--- config.mk ---
export PLATFORM = sky130hd
export DESIGN_NAME = button_change_event_generator_core
export DESIGN_NICKNAME = d
export VERILOG_FILES = /design/src/hw/rtl/bcev_pkg.sv /design/src/hw/rtl/button_change_event_generator_core.sv
export SDC_FILE = /design/constraint.sdc
export NUM_CORES = 1
export LEC_CHECK = 0
export BUFFER_PORTS_ARGS = -buffer_cell sky130_fd_sc_hd__buf_2
export CAP_MARGIN = 40
export CELL_PAD_IN_SITES_DETAIL_PLACEMENT = 0
export CELL_PAD_IN_SITES_GLOBAL_PLACEMENT = 1
export CORE_ASPECT_RATIO = 0.6
export CORE_MARGIN = 2
export CORE_UTILIZATION = 47
export CTS_BUF_LIST = sky130_fd_sc_hd__clkbuf_8
export DETAILED_ROUTE_END_ITERATION = 12
export PLACE_DENSITY_LB_ADDON = 0.15
export REMOVE_ABC_BUFFERS = 1
export SLEW_MARGIN = 20
export SYNTH_ARGS = -nofsm -noshare
export SYNTH_HDL_FRONTEND = slang
export SYNTH_SLANG_ARGS = --single-unit
--- constraint.sdc ---
create_clock -name clk_i -period 2.1 [get_ports clk_i]
set_clock_uncertainty 0.1 [all_clocks]
set_input_delay 0.21 -clock clk_i [delete_from_list [all_inputs] [get_ports clk_i]]
set_output_delay 0.21 -clock clk_i [all_outputs]
set_load 0.01 [all_outputs]
--- src/hw/rtl/bcev_pkg.sv ---
// Package for the button change event generator: widths, defaults and hat decoding.
`default_nettype none

package bcev_pkg;

  localparam int unsigned RawWidth      = 32;
  localparam int unsigned HatWidth      = 10;
  localparam int unsigned PortWidth     = 3;
  localparam int unsigned IndexWidth    = 6;

  localparam int unsigned DefButtonBits = 32;
  localparam int unsigned DefUpPos      = 11;
  localparam int unsigned DefDownPos    = 12;
  localparam int unsigned DefLeftPos    = 13;
  localparam int unsigned DefRightPos   = 14;

  localparam logic signed [HatWidth-1:0] HAT_N  = 10'sd0;
  localparam logic signed [HatWidth-1:0] HAT_NE = 10'sd45;
  localparam logic signed [HatWidth-1:0] HAT_E  = 10'sd90;
  localparam logic signed [HatWidth-1:0] HAT_SE = 10'sd135;
  localparam logic signed [HatWidth-1:0] HAT_S  = 10'sd180;
  localparam logic signed [HatWidth-1:0] HAT_SW = 10'sd225;
  localparam logic signed [HatWidth-1:0] HAT_W  = 10'sd270;
  localparam logic signed [HatWidth-1:0] HAT_NW = 10'sd315;

  typedef struct packed {
    logic up;
    logic down;
    logic left;
    logic right;
  } hat_dir_t;

  // Diagonals set two directions; anything unlisted (centered included) sets none.
  function automatic hat_dir_t decode_hat(logic signed [HatWidth-1:0] angle);
    hat_dir_t d;
    d.up    = (angle == HAT_N)  || (angle == HAT_NW) || (angle == HAT_NE);
    d.down  = (angle == HAT_S)  || (angle == HAT_SW) || (angle == HAT_SE);
    d.left  = (angle == HAT_W)  || (angle == HAT_NW) || (angle == HAT_SW);
    d.right = (angle == HAT_E)  || (angle == HAT_SE) || (angle == HAT_NE);
    return d;
  endfunction

endpackage

`default_nettype wire

--- src/hw/rtl/button_change_event_generator_core.sv ---
// Button change event generator: diffs each poll against the last and emits one beat per change.
// Each changed bit k is registered as an event when the scanner reaches position k (if the
// output is free). A one-bit scanner walks the changed word one position per cycle, stops
// after the last changed bit, and waits only when an event must leave while the output
// register is still stalled. New polls are stalled while it scans; a poll with no change
// never enters the scan state. Reset clears the stored button word, the port register and all valid state.
`default_nettype none

module button_change_event_generator_core
  import bcev_pkg::*;
#(
  parameter int unsigned BUTTON_BITS    = DefButtonBits,
  parameter int unsigned UP_POSITION    = DefUpPos,
  parameter int unsigned DOWN_POSITION  = DefDownPos,
  parameter int unsigned LEFT_POSITION  = DefLeftPos,
  parameter int unsigned RIGHT_POSITION = DefRightPos
) (
  input  wire                        clk_i,
  input  wire                        rst_ni,

  input  wire                        cfg_valid_i,
  output logic                       cfg_ready_o,
  input  wire  [PortWidth-1:0]       cfg_data_i,

  input  wire                        in_valid_i,
  output logic                       in_stall_o,
  input  wire  [RawWidth-1:0]        raw_buttons_i,
  input  wire  signed [HatWidth-1:0] hat_angle_i,

  output logic                       out_valid_o,
  input  wire                        out_stall_i,
  output logic [PortWidth-1:0]       event_port_o,
  output logic [IndexWidth-1:0]      button_index_o,
  output logic                       is_pressed_o,
  output logic                       last_event_o
);

  localparam int unsigned IdxW = $clog2(BUTTON_BITS);

  typedef enum logic {
    ST_IDLE,
    ST_SCAN
  } state_e;

  state_e                 state_q;
  logic [PortWidth-1:0]   port_q;
  logic [BUTTON_BITS-1:0] prev_q;
  logic [BUTTON_BITS-1:0] shift_q;
  logic [BUTTON_BITS-1:0] press_q;
  logic [IdxW-1:0]        idx_q;

  logic                   out_valid_q;
  logic [PortWidth-1:0]   out_port_q;
  logic [IndexWidth-1:0]  out_index_q;
  logic                   out_press_q;
  logic                   out_last_q;

  hat_dir_t               dir;
  logic [BUTTON_BITS-1:0] cur_word;
  logic [BUTTON_BITS-1:0] changed;
  logic [BUTTON_BITS-1:0] shift_next;
  logic                   out_free;
  logic                   emit;

  assign dir = decode_hat(hat_angle_i);

  // Merge the hat directions into the word; positions past the word drop out.
  for (genvar i = 0; i < BUTTON_BITS; i++) begin : g_word
    assign cur_word[i] = raw_buttons_i[i]
                       | (dir.up    && (UP_POSITION    == i + 1))
                       | (dir.down  && (DOWN_POSITION  == i + 1))
                       | (dir.left  && (LEFT_POSITION  == i + 1))
                       | (dir.right && (RIGHT_POSITION == i + 1));
  end

  assign changed    = cur_word ^ prev_q;
  assign shift_next = shift_q >> 1;
  assign out_free   = !out_valid_q || !out_stall_i;
  assign emit       = (state_q == ST_SCAN) && shift_q[0] && out_free;

  assign cfg_ready_o = 1'b1;
  assign in_stall_o  = (state_q != ST_IDLE);

  always_ff @(posedge clk_i or negedge rst_ni) begin
    if (!rst_ni) begin
      state_q     <= ST_IDLE;
      port_q      <= '0;
      prev_q      <= '0;
      shift_q     <= '0;
      press_q     <= '0;
      idx_q       <= '0;
      out_valid_q <= 1'b0;
      out_port_q  <= '0;
      out_index_q <= '0;
      out_press_q <= 1'b0;
      out_last_q  <= 1'b0;
    end else begin
      if (cfg_valid_i) begin
        port_q <= cfg_data_i;
      end
      if (emit) begin
        out_valid_q <= 1'b1;
      end else if (out_valid_q && !out_stall_i) begin
        out_valid_q <= 1'b0;
      end
      unique case (state_q)
        ST_IDLE: begin
          if (in_valid_i) begin
            prev_q  <= cur_word;
            shift_q <= changed;
            press_q <= cur_word;
            idx_q   <= '0;
            if (changed != '0) begin
              state_q <= ST_SCAN;
            end
          end
        end
        ST_SCAN: begin
          // Hold on a changed bit until the output register can take it.
          if (!shift_q[0] || out_free) begin
            if (shift_q[0]) begin
              out_port_q  <= port_q;
              out_index_q <= IndexWidth'(idx_q) + IndexWidth'(1);
              out_press_q <= press_q[0];
              out_last_q  <= (shift_next == '0);
            end
            shift_q <= shift_next;
            press_q <= press_q >> 1;
            idx_q   <= idx_q + IdxW'(1);
            if (shift_next == '0) begin
              state_q <= ST_IDLE;
            end
          end
        end
        default: state_q <= ST_IDLE;
      endcase
    end
  end

  assign out_valid_o    = out_valid_q;
  assign event_port_o   = out_port_q;
  assign button_index_o = out_index_q;
  assign is_pressed_o   = out_press_q;
  assign last_event_o   = out_last_q;

  // The scanner is empty whenever the block takes polls.
  a_idle_empty : assert property (@(posedge clk_i) disable iff (!rst_ni)
    state_q == ST_IDLE |-> shift_q == '0)
    else $error("scan word not empty while idle");

  // After a non-final event leaves, the poll still has events pending.
  a_more_events : assert property (@(posedge clk_i) disable iff (!rst_ni)
    out_valid_o && !out_stall_i && !last_event_o |=> out_valid_o || state_q == ST_SCAN)
    else $error("events lost after non-final event");

  a_index_range : assert property (@(posedge clk_i) disable iff (!rst_ni)
    out_valid_o |-> button_index_o != '0 && button_index_o <= IndexWidth'(BUTTON_BITS))
    else $error("button index out of range");

endmodule

`default_nettype wire
==> Yosys cells after proc, flatten, opt, wreduce, memory -nomap -nowiden <==
Index checks and enable logic that the tools add are counted.
{ "op_classes": {"n_mux": 16, "add_sub_neg": 2, "n_bitwise": 6, "eq_ne": 9, "reduce_logical": 23} }
{ "ops": {"columns": ["cell", "n"], "rows": [
  ["$mux W32", 4],
  ["$pmux W32 S2", 2],
  ["$logic_not A32 Y1", 1],
  ["$reduce_bool A32 Y1", 1],
  ["$xor A32 B32 Y32", 1],
  ["$eq A10 B9 Y1 const B", 3],
  ["$eq A10 B10 Y1 const B", 2],
  ["$eq A10 B7 Y1 const B", 1],
  ["$eq A10 B8 Y1 const B", 1],
  ["$logic_not A10 Y1", 1],
  ["$logic_or A1 B1 Y1", 10],
  ["$mux W5", 2],
  ["$pmux W5 S2", 1],
  ["$add A5 B1 Y6 const B", 1],
  ["$mux W1", 6],
  ["$add A5 B1 Y5 const B", 1],
  ["$or A1 B1 Y1", 4],
  ["$reduce_and A2 Y1", 2],
  ["$logic_and A1 B1 Y1", 3],
  ["$logic_not A1 Y1", 3],
  ["$reduce_and A3 Y1", 1],
  ["$ne A2 B1 Y1 const B", 1],
  ["$ne A2 B2 Y1 const B", 1],
  ["$pmux W1 S2", 1],
  ["2 further kinds", 2]
]} }
{ "word_totals": {"register_bits": 117, "output_inout_bits": 14, "inputBits": 50, "word_cells": 67} }

==> Depth between registers and ports, before layout <==
Gate-level depths: netlist (run 1).
{ "depth": {"ltp_word": 9, "mapped_depth": 8, "mapped_depth_nobuf": 7} }

==> Worst setup path after synthesis (run 1) <==
Ideal clock, no wire load.
{ "synth_path": {"kind": "register to register", "startpoint": "register out_valid_q, in the netlist out_valid_o", "endpoint": "register shift_q[11]", "period_less_slack_ns": 1.945, "required_time_ns": 1.875, "stages_incl_launch_ff": 8, "t_arrival_ns": 1.720, "slack_ns": 0.155, "setup_ns": 0.125, "path_buffers": 3, "path_cell_list": "dfrtp_1 > nand3_1 > and2_1 > clkbuf_1 > nor2_1 > buf_2 > buf_2 > mux2_2"} }
{ "synth_between": {"elab_chain_cells": 5} }
{ "synth_rtl": {"columns": ["item", "line", "rtl"], "rows": [
  ["start, declared", "button_change_event_generator_core.sv:52", "logic out_valid_q;"],
  ["start signal, assigned", "button_change_event_generator_core.sv:92", "out_valid_q <= 1'b0;"],
  ["start signal, assigned", "button_change_event_generator_core.sv:102", "out_valid_q <= 1'b1;"],
  ["start signal, assigned", "button_change_event_generator_core.sv:104", "out_valid_q <= 1'b0;"],
  ["$logic_not A1 Y1", "button_change_event_generator_core.sv:78", "assign out_free = !out_valid_q || !out_stall_i;"],
  ["$logic_or A1 B1 Y1", "button_change_event_generator_core.sv:78", null],
  ["$logic_or A1 B1 Y1", "button_change_event_generator_core.sv:120", "if (!shift_q[0] || out_free) begin"],
  ["$ne A2 B1 Y1 (no line)", null, null],
  ["$reduce_and A2 Y1 (no line)", null, null],
  ["end signal, assigned", "button_change_event_generator_core.sv:110", "shift_q <= changed;"],
  ["end signal, assigned", "button_change_event_generator_core.sv:127", "shift_q <= shift_next;"],
  ["end, declared", "button_change_event_generator_core.sv:48", "logic [BUTTON_BITS-1:0] shift_q;"]
]} }
No other way between the ends.
A chain may end at the register's enable or synchronous reset.

==> Worst setup path in the final report (run 1) <==
{ "layout_path": {"startpoint": "input raw_buttons_i[15]", "endpoint": "register state_q, in the netlist in_stall_o"} }
{ "layout_between": {"elab_chain_cells": 5} }
{ "layout_rtl": {"columns": ["item", "line", "rtl"], "rows": [
  ["start, declared", "button_change_event_generator_core.sv:27", "input wire [RawWidth-1:0] raw_buttons_i,"],
  ["$xor A32 B32 Y32", "button_change_event_generator_core.sv:76", "assign changed = cur_word ^ prev_q;"],
  ["$reduce_bool A32 Y1", "button_change_event_generator_core.sv:113", "if (changed != '0) begin"],
  ["$mux W1", "button_change_event_generator_core.sv:113", null],
  ["$mux W1", "button_change_event_generator_core.sv:108", "if (in_valid_i) begin"],
  ["$pmux W1 S2", "button_change_event_generator_core.sv:106", "unique case (state_q)"],
  ["end signal, assigned", "button_change_event_generator_core.sv:114", "state_q <= ST_SCAN;"],
  ["end signal, assigned", "button_change_event_generator_core.sv:131", "state_q <= ST_IDLE;"],
  ["end signal, assigned", "button_change_event_generator_core.sv:135", "default: state_q <= ST_IDLE;"],
  ["end, declared", "button_change_event_generator_core.sv:45", "state_e state_q;"]
]} }
No other way between the ends.

==> flow_results.org, run 1 <==
** Run status
- Status :: finished clean

** Critical path
- Data arrival time of the critical path :: 2.20 ns
- Critical path capture point type :: register
- Sort of element at the start of the critical path :: input port
- Largest fanout on the critical path :: 3
- The cell that appears most often on the critical path is nor4_1.
- Required time reported for the critical path endpoint :: 2.30 ns
- Crit path largest cell delay :: 0.53 ns
- CP bufs+invs :: 2
- The kind of cell with the highest combined delay along the critical path is simple AND/OR/NAND/NOR gates.
- Sequence of cells on the critical path :: dlygate4sd3_1, buf_2, xor2_1, nor4_1, and4_1, nand4_1, nor4_1, a21oi_1
- Category of the critical setup timing path :: in -> reg
- Worst path slowest cell :: dlygate4sd3_1

** Logic synthesis
- Count of distinct cell types in the synthesized netlist :: 41
- Top cell type's share of synthesized area :: 51.7%
- Number of enable-type register cells in the synthesized netlist :: 0
- Warnings, synthesis :: 0
- Synthesis-stage register bit count :: 117
- Synthesis produced 603 cells.
- By area the synthesized netlist is led by dfrtp_1, nand2_1, mux2i_1.
- Synth Area per Inst :: 9.39 sq um
- Summed over all instances, the cell type with the most area after synthesis is dfrtp_1.
- Cell area after synthesis :: 5660 sq um
- For this run, the register share of the synthesized area comes to 51.7%.
- For this run, the leading register cell type out of synthesis is dfrtp_1.
- Fraction of registers with async set/reset :: 100%

** Detailed routing
- DR iter-0 viols :: 374
- DRC viols :: 0
- Number of nets still failing antenna checks after routing :: 0
- First drt pass iteration count :: 4
- In the routed layout, each cell is associated on average with a via count of 5.23.
- Vias :: 4577
- Routed length per instance :: 15.3 um
- The final layout contains routed wiring with a total length of 13400 um.

** STA
- The worst pin sits at a relative slew slack of 50.3%.
- Number of hold violations in the final report :: 0
- Timing-limited maximum frequency :: 0.501 GHz
- Setup repair after global routing left no endpoint under its margin.
- Slew of the pin with the lowest slew margin :: 0.745 ns
- Final hold analysis gives a worst-case slack of 0.0687 ns.
- The max-slew violation count came to 0.
- Setup total negative slack on the finished layout was measured at 0 ns.
- Final setup vio count :: 0
- Final period demand of the worst path :: 2.00 ns
- Period utilization :: 95.1%

** Finish
- The repair_antennas step left the layout with diodes totalling 0.
- FILL cells :: 986
- The library cells used most frequently in the layout, excluding fill and tap cells, are nand2_1, dfrtp_1, o21ai_0.
- Nets :: 753
- Post-route cell area :: 6920 sq um
- Layout Area Growth over Synthesis :: 22.2%
- Share of post-route cells with drive strength above 1 :: 16.5%
- Once layout is complete, the cells apart from fillers number 875.
- The library cell used most frequently in the layout, excluding fill and tap cells, is nand2_1.

** Placement
- Routability congestion estimate from global placement :: 0.848
- Buffers on Ports :: 62
- Placed cell count :: 807
- Summing all placed instances gives a cell area of 6190 sq um.
- Detailed placement finished with a half-perimeter wire length of 9210 um.

** Global route
- Via count of the first global-routing pass :: 4603
- Total routing resource utilization after global routing :: 22.3%
- Entering global routing, the biggest net connects 118 pins.
- The number of antenna violations at the first check in global routing is 0.
- Summed over all layers, the global routing overflow is 0.
- The first global-routing pass estimated 22700 um of wire.

** CTS
- Buffers added to address setup during post-CTS repair amount to 0.
- Post-CTS repair changed the size of 0 cells.
- Root buffer cell :: clkbuf_8
- Number of H-tree levels :: 4
- For the worst-skew pair, the clock arrives at the later sink with an insertion delay of 0.42 ns.
- The clock passes through at most 2 buffers.
- After clock tree synthesis, the clock-pin slew on the worst setup and hold paths is 0.07 ns.
- TritonCTS sink count :: 117
- Clock tree from TritonCTS :: yes
- Inserted Clock Buffers :: 17
- Post-CTS Hold Fix Bufs :: 36

** Floorplan
- The floorplan step defined a die boundary enclosing 13000 sq um.
- For this configuration, the core starts out at a cell density of 49.1%.
- For this design the top-level I/O count stands at 64.
- Width of the die :: 146 um
- After floorplanning, the core was sized to cover 11500 sq um.
- Row generation in the floorplan step produced 30 rows.
- The die is 89.0 um tall.

** Power and ir drop
- For this design the static power due to leakage is 3.53 nW.
- Power per cell area :: 1150 nW/um^2
- IR analysis of the VDD net gives a maximum drop of 0.520 mV.
- Total power for the finished layout comes to 7.93 mW.

** Hold path
- The tightest min-delay check is of the in -> reg type.

** Job
- Number of max-cap violations :: 0
## sequential cells by signal, summed over array words and instances (netlist names), 3 cells and up
signal          count
button_index_o      6
event_port_o        3
idx_q               5
port_q              3
press_q            32
prev_q             32
shift_q            32
## synth_stat cells, types with 2 or more instances
cell / number
dfrtp_1: 117
a31oi_1: 3
xor2_1: 35
nor3_1: 3
nand4b_1: 2
buf_1: 7
o21ai_0: 68
nand4_1: 5
a21oi_1: 6
and3_1: 3
mux2_2: 4
o21ai_1: 3
buf_2: 3
nor4_1: 16
nand2b_1: 2
nor2_1: 12
and4bb_1: 2
o31ai_1: 3
clkbuf_1: 22
a21boi_0: 3
mux2i_1: 56
nand3_1: 8
nor4b_1: 2
nand2_1: 199
a221o_1: 3
## through the flow
step	worst slack, ns	utilization, %
after CTS	0.144	60.0
after global routing	0.0198	60.0
after floorplan	-5.36	-
final	0.104	60.0
after global placement	0.0688	53.7
after detailed placement	-0.00161	53.7
## path summary, 6_finish.rpt
path | endpoint | slack [ns] | cells after the start | startpoint
max | in_stall_o$_DFF_PN0_ | 0.10 | 8 | raw_buttons_i[15]
min | prev_q[12]$_DFFE_PN0P_ | 0.07 | 5 | raw_buttons_i[12]
max reg2reg | in_stall_o$_DFF_PN0_ | 0.16 | 6 | prev_q[15]$_DFFE_PN0P_
min reg2reg | button_index_o[2]$_DFFE_PN0P_ | 0.38 | 2 | button_index_o[2]$_DFFE_PN0P_
max in group asynchronous | in_stall_o$_DFF_PN0_ | 1.03 | 3 | rst_ni
min in group asynchronous | prev_q[10]$_DFFE_PN0P_ | 0.26 | 3 | rst_ni
## metal layers
| metal | global-route usage, % | up-vias | share of wire, % |
|---|---|---|---|
| li1 | - | 2263 | - |
| met1 | 31.6 | 2211 | 51 |
| met2 | 34.2 | 99 | 43 |
| met3 | 6.02 | 4 | 5.6 |
| met4 | 5.97 | 0 | 0.31 |
| met5 | 0 | - | 0 |
## worst min-delay path, stage by stage
cell	delay, ns
buf_2	0.08
a31oi_1	0.05
nand2b_2	0.10
nand2_1	0.07
nand2_1	0.05
## cell type report
class                           count  area [sq um]  share of cell area (%)
Tap cell                          160           200                    2.89
Timing Repair Buffer              113           811                    11.7
Clock inverter                     12          87.6                    1.27
Multi-Input combinational cell    453          2610                    37.8
Sequential cell                   117          2930                    42.4
Clock buffer                       20           275                    3.98
## cells by family (layout without fill, tap and decap cells)
logic type               after synthesis  count (layout)  share of synthesized area (%)
buffers and inverters                 33             145                           2.32
flip-flops                           117             117                           51.7
adder cells (fa/ha/maj)                1               1                          0.221
AND/OR/NAND/NOR                      262             262                           20.2
AO/OA/AOI/OAI                         93              93                           9.22
other                                  1               1                         0.0662
multiplexers                          60              60                           10.7
XOR/XNOR                              36              36                           5.57
## power by group
| part | internal [mW] | switching [mW] | total [mW] |
|---|---|---|---|
| clock | 1.00 | 0.880 | 1.88 |
| combinational | 0.980 | 1.30 | 2.28 |
| sequential | 3.12 | 0.648 | 3.76 |
| total | 5.10 | 2.82 | 7.93 |
Note: power is estimated with default switching activity, not from simulation.
==> run 2: changes to the inputs <==
--- a/config.mk
+++ b/config.mk
@@ -15,7 +15,6 @@
 export CTS_BUF_LIST = sky130_fd_sc_hd__clkbuf_8
 export DETAILED_ROUTE_END_ITERATION = 12
 export PLACE_DENSITY_LB_ADDON = 0.15
-export REMOVE_ABC_BUFFERS = 1
 export SLEW_MARGIN = 20
 export SYNTH_ARGS = -nofsm -noshare
 export SYNTH_HDL_FRONTEND = slang
==> flow_results.org, run 2 (synthesis results as in run 1) <==
** STA
- Timing-limited maximum frequency :: 0.501 GHz
- Unrepaired setup endpoints after global routing :: false
- The final number of hold-violating endpoints is 0.
- Worst hold slack :: 0.0646 ns
- Slew of the pin with the lowest slew margin :: 0.627 ns
- Period utilization :: 95.1%
- The worst path needs 2.00 ns of the cycle, external delays included.
- Setup violations remaining at the end of the flow were counted as 0.
- Worst-case headroom to the max-slew limit :: 58.2%
- Pins Over Slew Limit :: 0

** Floorplan
- Width of the die :: 146 um
- Ports :: 64
- Die footprint :: 13000 sq um
- Die Height :: 89.0 um
- The total area inside the core boundary comes to 11500 sq um.
- After floorplanning, the core was divided into 30 placement rows.
- For this configuration, the core starts out at a cell density of 49.1%.

** CTS
- Clock tree from TritonCTS :: yes
- Clock latency on the worst-skew pair, taken at its later pin, is 0.43 ns.
- The number of setup buffers added after CTS is 0.
- Counting the buffers created by CTS gives 17.
- TritonCTS sink count :: 117
- CTS Buffer Depth :: 2
- Root buffer cell :: clkbuf_8
- Clock-pin slew was measured on the worst setup and hold paths at 0.07 ns.
- Number of H-tree levels :: 4

** Critical path
- STA classifies the critical path startpoint as an input port.
- Data arrival time of the critical path :: 2.21 ns
- Required time reported for the critical path endpoint :: 2.31 ns
- The most critical setup path has its startpoint at raw_buttons_i[15].
- In this run the worst path has a maximum fanout of 3.
- The worst setup path is captured at a register.
- RR Startpoint :: prev_q[15]$_DFFE_PN0P_
- Category of the critical setup timing path :: in -> reg

** Hold path
- The startpoint identified for the worst hold timing path is raw_buttons_i[12].
- The min-delay analysis places its worst path in the category in -> reg.

** Detailed routing
- After detailed routing, no signal wire sits above met4.
- Wire segments on met3 add up to 686 um in the final route.
- Detailed-routed wire length on met2 :: 5490 um
- First drt pass iteration count :: 4
- Number of nets still failing antenna checks after routing :: 0
- Vias :: 4526
- Post-DR vias/cell :: 5.20
- The final layout contains routed wiring with a total length of 13100 um.
- Detailed-route wire length on metal 1 :: 6760 um
- In the routed design, unresolved DRC markers number 0.
- Routed length per instance :: 15.0 um
- DR iter-0 viols :: 353

** Power and ir drop
- Net switching is 33.4% of the power.
- The internal portion of the total power is 5.57 mW.
- The analysis attributes to net switching a power of 2.80 mW.
- Dividing total power by cell area gives a power density of 1190 nW/um^2.
- Static leakage power :: 3.56 nW
- Clock power share :: 28.3%
- Combinational share of power :: 27.0%
- Maximum vdd drop :: 0.515 mV
- Sequential cell fraction of total power :: 44.7%

** Global route
- Antenna violations before repair :: 0
- Via count of the first global-routing pass :: 4342
- First-pass GRT wire length :: 22100 um
- Total routing resource utilization after global routing :: 21.7%
- Summed over all layers, the global routing overflow is 0.
- Pin count of the biggest net entering global routing :: 118

** Logic synthesis
- Net count of the mapped netlist :: 654

** Placement
- Routability congestion estimate from global placement :: 0.876
- During placement, the flow inserted port buffers numbering 62.
- Post-detailed-placement half-perimeter wirelength :: 8740 um
- In this run the cell area measured after placement is 6180 sq um.

** Run status
- The flow ran to the end, and the final reports show no timing, DRC or antenna violations.

** Finish
- The post-route netlist has 16.3% of its cells at a drive strength greater than 1.
- Summing all non-filler instances in the final layout gives an area of 7010 sq um.
- At the end of the flow, the number of nets in the layout was 750.
- FILL cells :: 1000
- Layout Area Growth over Synthesis :: 23.9%
- Most used cells in the layout excluding fill and tap cells :: nand2_1, dfrtp_1, o21ai_0
- Largest registers ranked by flip-flop count :: press_q (32), prev_q (32), shift_q (32)
- Antenna Diode Count :: 0
- Leading cell type in the layout, fill and taps excluded :: nand2_1

** Job
- Number of max-cap violations :: 0
==> run 2: changes by cell type in the layout (fill, tap and decap cells not counted), sizes merged <==
cell,before,now
buf,77,74
bufinv,1,4
clkbuf,20,23
clkinv,7,2
clkinvlp,2,1
inv,2,1
==> run 2: routing by layer <==
metal	global-route usage, %	up-vias
met4	6.15	0
met5	0	-
met1	32.0	2168
met2	32.1	97
met3	5.56	13
li1	-	2248
==> run 2: area by class of cell <==
type                            instances  area (sq um)  share of cell area [%]
Clock inverter                          8           145                    2.07
Tap cell                              160           200                    2.86
Sequential cell                       117          2930                    41.8
Timing Repair Buffer                  110           801                    11.4
Multi-Input combinational cell        453          2620                    37.3
Clock buffer                           23           317                    4.51
==> run 2: repair_timing <==
item / 4_1_cts / 5_1_grt
resized for setup: 0 / 1
hold endpoints to repair: 150 / 0
setup endpoints to repair: 0 / 1
hold buffers: 36 / 0
==> run 2: worst paths after layout <==
kind                            slack (ns)                           to  cells past startpoint
worst max-delay path                  0.10         in_stall_o$_DFF_PN0_                      8
worst min-delay path                  0.06       prev_q[12]$_DFFE_PN0P_                      5
worst max register to register        0.14         in_stall_o$_DFF_PN0_                      6
worst min register to register        0.37  event_port_o[0]$_DFFE_PN0P_                      2
max in group asynchronous             1.06         in_stall_o$_DFF_PN0_                      3
min in group asynchronous             0.30        prev_q[3]$_DFFE_PN0P_                      3
==> run 2: power by group through the flow <==
stage / registers, mW / clock network (mW) / logic (mW)
final: 3.74 / 2.37 / 2.26
after CTS: 3.73 / 2.41 / 2.27
after detailed placement: 3.77 / 0 / 2.21
after global routing: 3.86 / 2.52 / 2.60
after floorplan: 3.65 / 0 / 1.51
after global placement: 3.74 / 0 / 2.15
==> run 2: worst max-delay path, cell delays in order <==
cell	delay [ns]
dlygate4sd3_1	0.53
buf_2	0.14
xor2_1	0.17
nor4_1	0.34
and4_1	0.24
nand4_1	0.16
nor4_1	0.32
a21oi_1	0.10
==> run 2: metrics by stage <==
| step | worst slack (ns) | TNS [ns] | total power, mW | instances | utilization (%) |
|---|---|---|---|---|---|
| 6_report | 0.103 | 0 | 8.37 | 871 | 60.8 |
| 5_1_grt | 0.0108 | 0 | 8.97 | 871 | 60.8 |
| 4_1_cts | 0.136 | 0 | 8.41 | 871 | 60.8 |
| 3_5_place_dp | -0.0713 | -0.0852 | 5.98 | 804 | 53.7 |
| 3_3_place_gp | 0.0185 | 0 | 5.88 | 804 | 53.7 |
| 2_1_floorplan | 0.155 | 0 | 5.16 | 603 | - |
==> run 3: changes to the inputs <==
--- a/config.mk
+++ b/config.mk
@@ -9,12 +9,13 @@
 export CAP_MARGIN = 40
 export CELL_PAD_IN_SITES_DETAIL_PLACEMENT = 0
 export CELL_PAD_IN_SITES_GLOBAL_PLACEMENT = 1
-export CORE_ASPECT_RATIO = 0.6
+export CORE_ASPECT_RATIO = 0.9
 export CORE_MARGIN = 2
 export CORE_UTILIZATION = 47
 export CTS_BUF_LIST = sky130_fd_sc_hd__clkbuf_8
 export DETAILED_ROUTE_END_ITERATION = 12
 export PLACE_DENSITY_LB_ADDON = 0.15
+export SKIP_LAST_GASP = 1
 export SLEW_MARGIN = 20
 export SYNTH_ARGS = -nofsm -noshare
 export SYNTH_HDL_FRONTEND = slang
==> flow_results.org, run 3 (synthesis results as in run 1) <==
** Run status
- The run finished with clean final reports.

** Critical path
- The most critical setup path has its startpoint at raw_buttons_i[27].
- Most frequent cell on the critical path :: nor4_1
- The setup check on the worst reg-to-reg path leaves a slack of 0.17 ns.
- On the critical path, the stage with the largest delay is an instance of dlygate4sd3_1.
- Largest fanout on the critical path :: 3
- In this design, the largest share of critical-path delay is due to simple AND/OR/NAND/NOR gates.
- By startpoint and endpoint, the worst setup path is classified as in -> reg.
- STA classifies the critical path startpoint as an input port.
- Data arrival time of the critical path :: 2.18 ns
- Sequence of cells on the critical path :: dlygate4sd3_1, buf_2, xor2_1, nor4_1, and4_1, nand4_1, nor4_1, a21oi_1
- RR Startpoint :: shift_q[28]$_DFFE_PN0P_
- The worst setup path is captured at a register.
- CP bufs+invs :: 2
- For the worst setup path, the data required time is 2.31 ns.
- In this design, the stage delay of the slowest critical-path cell is 0.53 ns.

** CTS
- Buffers inserted during clock tree synthesis total 17.
- The clock tree synthesis step divided the H-tree into 4 levels.
- After clock tree synthesis, the setup repair step added 0 buffers.
- The number of gates resized after CTS was 0.
- For this design, the CTS-stage hold fixing added 36 buffers.
- CTS saw 117 sinks.
- The cell sitting at the root of the clock tree is a clkbuf_8.
- Worst-skew pair later-pin latency :: 0.42 ns
- After clock tree synthesis, the clock-pin slew on the worst setup and hold paths is 0.07 ns.
- Counting along the longest clock path gives a buffer depth of 2.
- Clock tree from TritonCTS :: yes

** Finish
- Post-route insts no fill :: 873
- Post-route cell area :: 7010 sq um
- The library cell used most frequently in the layout, excluding fill and tap cells, is nand2_1.
- From synthesis to final layout, the design area changed by 23.8%.
- At the end of the flow, the number of nets in the layout was 752.
- The top cell types in the final layout, fill and taps aside, are nand2_1, dfrtp_1, o21ai_0.
- Share of post-route cells with drive strength above 1 :: 16.5%
- Largest registers ranked by flip-flop count :: press_q (32), prev_q (32), shift_q (32)
- Post-layout util :: 59.0%
- Antenna Diode Count :: 0
- After filler insertion, the fill cell instance count of the layout stands at 1052.

** Placement
- Buffers on Ports :: 62
- Routability congestion estimate from global placement :: 0.870
- Post-detailed-placement half-perimeter wirelength :: 8770 um
- Once placement completed, the tool counted placed cells totaling 806.
- At the placement stage, the worst setup path has a slack of -0.0829 ns.
- The placed instances occupy a cell area of 6200 sq um.

** Global route
- The number of global-route vias before repair came to 4309.
- Overflow left after global routing :: 0
- Pin count of the biggest net entering global routing :: 90
- First-pass GRT wire length :: 21400 um
- The number of antenna violations at the first check in global routing came to 0.
- For this run, the total global-route usage over all layers was measured as 21.2%.

** Floorplan
- The die is 120 um wide.
- For this configuration, the core starts out at a cell density of 47.6%.
- The initialized floorplan defines 38 standard-cell rows.
- Die footprint :: 12900 sq um
- From bottom edge to top edge, the die measures 108 um.
- For this design the top-level I/O count stands at 64.
- The region available for standard cell placement spans 11900 sq um.

** Power and ir drop
- Total power consumption of the routed design :: 8.31 mW
- Summed over all cells, the static leakage comes to 3.57 nW.
- Maximum vdd drop :: 0.513 mV
- In this run the power density over the cells is 1180 nW/um^2.

** STA
- In this run the tightest slew margin relative to its limit is 67.0%.
- Once routing completed, OpenROAD measured the worst setup slack at 0.131 ns.
- The max-slew violation count came to 0.
- Final setup TNS :: 0 ns
- Final period demand of the worst path :: 1.97 ns
- Hold is met by 0.0489 ns.
- For this run, the top clock speed supported by timing is 0.508 GHz.
- Setup repair after global routing left no endpoint under its margin.
- Dividing the final minimum period by the clock period gives 93.7%.
- Slew of the pin with the lowest slew margin :: 0.488 ns
- Setup violations remaining at the end of the flow were counted as 0.
- The final number of hold-violating endpoints is 0.

** Hold path
- Hold crit path type :: in -> reg
- Hold path start :: raw_buttons_i[13]

** Job
- The tool flagged a number of max-cap violations equal to 0.

** Detailed routing
- Overall routed net length :: 12900 um
- First drt pass iteration count :: 4
- After detailed routing, the number of vias per cell comes to 5.17.
- DR iter-0 viols :: 267
- For this block, the via count after detailed routing is 4512.
- DRC viols :: 0
- Number of nets still failing antenna checks after routing :: 0
- In the final routed layout, each cell accounts on average for 14.7 um.

** Logic synthesis
- Net count of the mapped netlist :: 654
==> run 3: final cells by class <==
type / count / area, sq um / share of cell area [%]
sequential: 117 / 2930 / 41.8
multi-input combinational: 453 / 2610 / 37.3
timing repair buffer: 112 / 816 / 11.6
clock buffer: 22 / 303 / 4.32
tap: 160 / 200 / 2.86
clock inverter: 9 / 148 / 2.11
==> run 3: metal layers <==
metal | routed length [um] | GRT usage [%]
met1 | 6500 | 30.5
met2 | 5800 | 32.1
met3 | 419 | 4.85
met4 | 146 | 6.89
met5 | 0 | 0
==> run 3: final timing paths <==
check / end / cells past startpoint
min in group asynchronous: button_index_o[2]$_DFFE_PN0P_ / 2
max in group asynchronous: in_stall_o$_DFF_PN0_ / 3
worst max-delay path: in_stall_o$_DFF_PN0_ / 8
worst max register to register: in_stall_o$_DFF_PN0_ / 6
worst min register to register: event_port_o[2]$_DFFE_PN0P_ / 2
worst min-delay path: prev_q[13]$_DFFE_PN0P_ / 5
==> run 3: worst reg2reg max path: cells and delay by family (launching register included) <==
kind               cells  cell delay [ns]
AOI/OAI and AO/OA      2             0.28
and+or+nand+nor        4             1.05
DFF                    1             0.40
==> run 3: power by group <==
group	switching, mW	internal (mW)	leakage (nW)	total, mW
combinational	1.28	0.977	1.86	2.26
sequential	0.618	3.12	1.47	3.73
clock	0.876	1.44	0.230	2.31
